`config.mk`:
```
export PLATFORM = sky130hd
export DESIGN_NAME = sarc_ctrl
export DESIGN_NICKNAME = d
export VERILOG_FILES = /design/src/hdl/sarc_pkg.sv /design/src/hdl/sarc_ctrl.sv
export SDC_FILE = /design/constraint.sdc
export NUM_CORES = 1
export LEC_CHECK = 0
export BUFFER_PORTS_ARGS = -buffer_cell sky130_fd_sc_hd__buf_2
export CAP_MARGIN = 20
export CORE_AREA = 5 5 42 44
export DETAILED_ROUTE_END_ITERATION = 8
export DIE_AREA = 0 0 47 49
export HOLD_SLACK_MARGIN = 0.08
export PLACE_DENSITY = 0.36
export SLEW_MARGIN = 15
export SYNTH_ARGS = -nofsm -noshare
export SYNTH_HDL_FRONTEND = slang
export SYNTH_SLANG_ARGS = --single-unit
```
`constraint.sdc`:
```
create_clock -name i_clk -period 0.8 [get_ports i_clk]
set_input_delay 0.08 -clock i_clk [delete_from_list [all_inputs] [get_ports i_clk]]
set_output_delay 0.08 -clock i_clk [all_outputs]
set_load 0.02 [all_outputs]
```
`src/hdl/sarc_pkg.sv`:
```
// shared types and constants for the summed-area rectangle counter
// used by sarc_ctrl, sarc_dpath and summed_area_rectangle_count; no dependencies

package sarc_pkg;

    localparam int CNT_W      = 17;
    localparam int COORD_W    = 9;
    localparam int SIDE_W     = 9;
    localparam int IN_TDATA_W = 40;
    localparam int OUT_TDATA_W = 24;
    localparam int APB_AW     = 3;
    localparam int APB_DW     = 32;

    localparam logic [SIDE_W-1:0] SIDE_RESET = 9'd256;

    // register index, taken from paddr[2]
    localparam logic REG_SIDE = 1'b0;

    // item kinds carried in tuser
    localparam logic MODE_LOAD  = 1'b0;
    localparam logic MODE_QUERY = 1'b1;

    // controller to datapath
    typedef struct packed {
        logic take_load;   // load transaction accepted, read the entry above
        logic take_query;  // query transaction accepted, read first corner pair
        logic rd2;         // read second corner pair, keep first difference
        logic wr_cell;     // write the new table entry and advance position
        logic put_out;     // register the result
    } t_cmd;

    // datapath to controller
    typedef struct packed {
        logic loaded;
    } t_stat;

endpackage

```
`src/hdl/sarc_ctrl.sv`:
```
// controller state machine for the summed-area rectangle counter
// depends on sarc_pkg; drives the commands of sarc_dpath

module sarc_ctrl (
    input  logic            i_clk,
    input  logic            i_rst_n,
    input  logic            i_s_tvalid,
    input  logic            i_mode,
    output logic            o_s_tready,
    output logic            o_m_tvalid,
    input  logic            i_m_tready,
    input  sarc_pkg::t_stat i_stat,
    output sarc_pkg::t_cmd  o_cmd
);
    import sarc_pkg::*;

    typedef enum logic [1:0] {
        S_IDLE,
        S_LOAD,
        S_QRD2,
        S_QOUT
    } t_state;

    t_state r_state;
    t_state n_state;
    logic   r_out_valid;
    logic   w_take;

    assign o_s_tready = (r_state == S_IDLE);
    assign o_m_tvalid = r_out_valid;
    assign w_take     = i_s_tvalid && o_s_tready;

    always_comb begin
        o_cmd   = '0;
        n_state = r_state;
        unique case (r_state)
            S_IDLE: begin
                if (w_take) begin
                    if (i_mode == MODE_QUERY) begin
                        o_cmd.take_query = 1'b1;
                        n_state          = S_QRD2;
                    end else if (!i_stat.loaded) begin
                        o_cmd.take_load = 1'b1;
                        n_state         = S_LOAD;
                    end
                end
            end
            S_LOAD: begin
                o_cmd.wr_cell = 1'b1;
                n_state       = S_IDLE;
            end
            S_QRD2: begin
                o_cmd.rd2 = 1'b1;
                n_state   = S_QOUT;
            end
            S_QOUT: begin
                // hold here while the previous result is still pending
                if (!r_out_valid || i_m_tready) begin
                    o_cmd.put_out = 1'b1;
                    n_state       = S_IDLE;
                end
            end
            default: n_state = S_IDLE;
        endcase
    end

    always_ff @(posedge i_clk) begin
        if (!i_rst_n) begin
            r_state     <= S_IDLE;
            r_out_valid <= 1'b0;
        end else begin
            r_state <= n_state;
            if (o_cmd.put_out) begin
                r_out_valid <= 1'b1;
            end else if (i_m_tready) begin
                r_out_valid <= 1'b0;
            end
        end
    end

    a_no_overwrite: assert property (@(posedge i_clk) disable iff (!i_rst_n)
        o_cmd.put_out |-> (!r_out_valid || i_m_tready))
        else $error("result register overwritten while pending");

    a_write_follows_load: assert property (@(posedge i_clk) disable iff (!i_rst_n)
        o_cmd.take_load |=> o_cmd.wr_cell)
        else $error("table write did not follow load transaction");

    a_rd2_follows_query: assert property (@(posedge i_clk) disable iff (!i_rst_n)
        o_cmd.take_query |=> o_cmd.rd2)
        else $error("second read did not follow query transaction");

    a_single_cmd: assert property (@(posedge i_clk) disable iff (!i_rst_n)
        $onehot0({o_cmd.take_load, o_cmd.take_query, o_cmd.rd2,
                  o_cmd.wr_cell, o_cmd.put_out}))
        else $error("more than one command at once");

endmodule

```
# Yosys cells after proc, flatten, opt, wreduce, memory -nomap -nowiden
# Index checks and enable logic that the tools add are counted.
# word_totals
word_cells	30
inputBits	6
latchBits	0
ff_bits	3
rom_bits	0
ramBits	0
n_memories	0
out_inout_bits	7
# op_classes
n_lt_le_gt_ge	0
eq_ne	6
addsub	0
multipliers	0
n_div	0
muxes	16
bitwise	0
n_reduce_logical	6
shift	0
# op_table
op	n
2-bit two-way mux	6
1-bit two-way mux	9
2-bit case mux with 4 select lines	1
2-bit == test, second input constant	2
3-bit inequality test, second input constant	1
3-bit AND reduction	1
2-bit by 1-bit == test with 1-bit output, second input constant	1
2-bit zero test	1
2-bit by 1-bit inequality test with 1-bit output, second input constant	1
2-bit inequality test, second input constant	1
2-bit nonzero test	1
1-bit logical AND	1
1-bit zero test	1
1-bit logical OR	1

# Depth between registers and ports, before layout
# logic_depth
depth_word	5
mapped_depth	3

# Least setup slack after synthesis
# No wires, ideal clock.
# synth_timing
path_type	flip-flop to output port
start	reg r_state[0]
end	out o_cmd[4] (netlist name)
arrival_time_ns	1.103
setup_slack_ns	-0.383
path_stages_with_launch	3
cell_sequence	dfxtp_1 -> nand2b_4 -> nor4_1
# synth_rtl
item	line	source
start, declared	sarc_ctrl.sv:24	t_state r_state;
start signal, assigned	sarc_ctrl.sv:72	r_state <= n_state;
end, declared	sarc_ctrl.sv:13	output sarc_pkg::t_cmd o_cmd

==> reports/results.tsv <==
stage	metric	value	unit
synth	synthesis.nets	25	
worst_setup_path	critPathKind	flip-flop to primary output	
worst_setup_path	crit_family	flip-flops	
power_and_ir_drop	seqPwrFrac	0.282	
finish	n_antenna_cell	0	
grt	grt_pass1_vias	207	
floorplanning	core_area	0.00140	mm2
power_and_ir_drop	p_sw	172	uW
power_and_ir_drop	power.leakage	0.000176	uW
timing	finalCritPeriodShare	1.36	
clock_tree	cts_buffers	3	
timing	setup_viol	8	
power_and_ir_drop	finalPower	609	uW
drt	vias	214	
clock_tree	tritoncts	built	
synth	ys_warn_count	0	
power_and_ir_drop	clkPwrFrac	0.444	
timing	rsz0062_at_grt	true	
power_and_ir_drop	power.internal	436	uW
min_path	min_path_type	input pin to flip-flop	
grt	antenna_found_initial	0	
floorplanning	die_h	49	um
worst_setup_path	critPathBufInv	1	
power_and_ir_drop	p_per_area	1580	mW/mm2
worst_setup_path	critPathMaxStageDelay	0.33	ns
timing	clock.fmax	0.921	GHz
synth	netlist.area_leader.share	0.375	
synth	ys_seq_area_frac	0.375	
synth	ys_async_sr_fraction	0	
placement	gp_congestion	0.749	
synth	synth_ff_type	dfxtp_1	
timing	fin_ws	-0.286	ns
floorplanning	fp.dieArea	0.00230	mm2
floorplanning	ios	13	
synth	yosys_register_bits	3	
clock_tree	clkTransAtPathRegs	0.04	ns
clock_tree	clock_sinks	3	
worst_setup_path	worst_path_max_delay_cell	dfxtp_2	
power_and_ir_drop	vdd_drop_max	0.737	mV
floorplanning	initial_core_util	0.114	
grt	grt_max_degree	7	
finish	num-nets-final	46	
drt	ant_nets	0	
synth	synth.avg_cell_area	8.43	um2
timing	max_slew_margin	0.882	
finish	drive_above_1_share	0.718	
run	maxCapViolations	0	
clock_tree	cts_buffer_depth	2	
drt	firstDrtPassIters	3	
synth	yosysTopAreaCell	dfxtp_1	
outcome	violations	setup timing	
worst_setup_path	start_kind	flip-flop	
clock_tree	clk_latency	0.24	ns
timing	maxSlewViolCount	0	
drt	drt-total-wl	517	um
finish	area_growth	141	%
placement	dpl.hpwl	419	um
floorplanning	rows	14	
timing	fin_skew	0.00369	ns
drt	drt_iter0_drc	1	
drt	vias_per_cell	3.89	
floorplanning	die_w	47	um
synth	netlist_area	160	um2
power_and_ir_drop	comb_power_share	0.274	
synth	synth_area_leaders	dfxtp_1 38%, nor2b_1 12%, o21a_1 9.4%	
grt	grt_overflow	0	
synth	syn-instance-count	19	
placement	io_buffer_count	12	
drt	drc_errors	0	
worst_setup_path	cp_data_arrival_time	1.01	ns
power_and_ir_drop	switching_share	0.283	
synth	synth_common_cells	3 x dfxtp_1, 3 x nor2b_1, 2 x nor2_1, 2 x nor3_1, 2 x o21a_1	
drt	wl_per_cell	9.40	um
timing	finalHoldViolations	0	
clock_tree	htree_levels	1	
grt	grt_pass1_wl	938	um
worst_setup_path	path_cells	nand2b_4 > nor4_4 > buf_4	
worst_setup_path	crit_path_end_kind	primary output	
timing	worstMarginPinSlew	0.175	ns
synth	synth_enable_flop_cells	0	
grt	grt_usage	0.0626	
worst_setup_path	path_max_fanout	4	
outcome	status	finished, violations left	
timing	hold_ws	0.159	ns
clock_tree	root_buffer	clkbuf_4	
timing	fin_crit	1.09	ns
synth	synth_cell_types	12	
worst_setup_path	cp.required	0.72	ns
[layer usage]
layer	global-route usage	wire length (um)
met1	0.0636	214
met3	0.0590	96
met4	0.0553	9
met2	0.0724	197
met5	0	0
[area by class of cell]
type / instances / area, um2
repair buffers: 16 / 125
well taps: 16 / 20.0
multi-input cells: 15 / 144
clock buffers: 4 / 26.3
inverters: 1 / 3.75
fillers: 164 / 1020
flip-flops and latches: 3 / 66.3
[path summary, 6_finish.rpt]
path | from | end | slack (ns) | cells past startpoint
worst max-delay path | r_state[0]$_SDFFE_PN0P_ | o_cmd[4] | -0.29 | 3
worst min-delay path | i_m_tready | o_m_tvalid$_SDFFE_PN0P_ | 0.16 | 3
worst max register to register | r_state[0]$_SDFFE_PN0P_ | r_state[0]$_SDFFE_PN0P_ | -0.12 | 4
worst min register to register | o_m_tvalid$_SDFFE_PN0P_ | o_m_tvalid$_SDFFE_PN0P_ | 0.53 | 2
[worst min-delay path, delay by kind of cell]
family                 cells  cell delay, ns
and+or+nand+nor            1            0.13
buffers and inverters      1            0.07
AOI/OAI and AO/OA          1            0.07
[cells in the final DEF, fill, tap and decap left out, types with 2 or more instances in the layout]
cell type and n:
clkbuf_4 3, buf_4 6, dfxtp_2 2, a21boi_1 2, buf_6 4, nor2b_4 2
buf_2 5, nor3_2 2, o21a_1 2
[through the flow]
stage | cell area [um2] | setup WS, ns | std cells | TNS (ns) | utilization
floorplan | 194 | -0.0466 | 19 | -0.0990 | -
global placement | 289 | -0.0572 | 49 | -0.183 | 0.206
detailed placement | 289 | -0.0766 | 49 | -0.284 | 0.206
CTS | 373 | -0.303 | 55 | -1.81 | 0.266
global route | 385 | -0.346 | 55 | -2.18 | 0.275
finish | 385 | -0.286 | 55 | -1.74 | 0.275
[sequential cells by signal (all words and copies together) (netlist names)]
signal / count
r_state: 2
o_m_tvalid: 1
[power groups by stage]
stage	combinational, uW	clock [uW]	sequential [uW]
finish	167	270	171
global route	179	320	173
CTS	161	286	171
detailed placement	124	0	174
global placement	121	0	173
floorplan	69.1	0	174
[what timing repair did]
item	4_1_cts	5_1_grt
hold buffers	1	0
pin swaps	1	0
hold endpoints to repair	1	0
resized for setup	13	4
setup endpoints to repair	9	10
buffers inserted	1	0
[cells by family after synthesis]
kind of cell	after synthesis	synth area share
buf+inv	1	0.0234
flops	3	0.375
simple gates	11	0.414
compound gates	4	0.188
No activity file was read; power rests on OpenSTA's default activity.
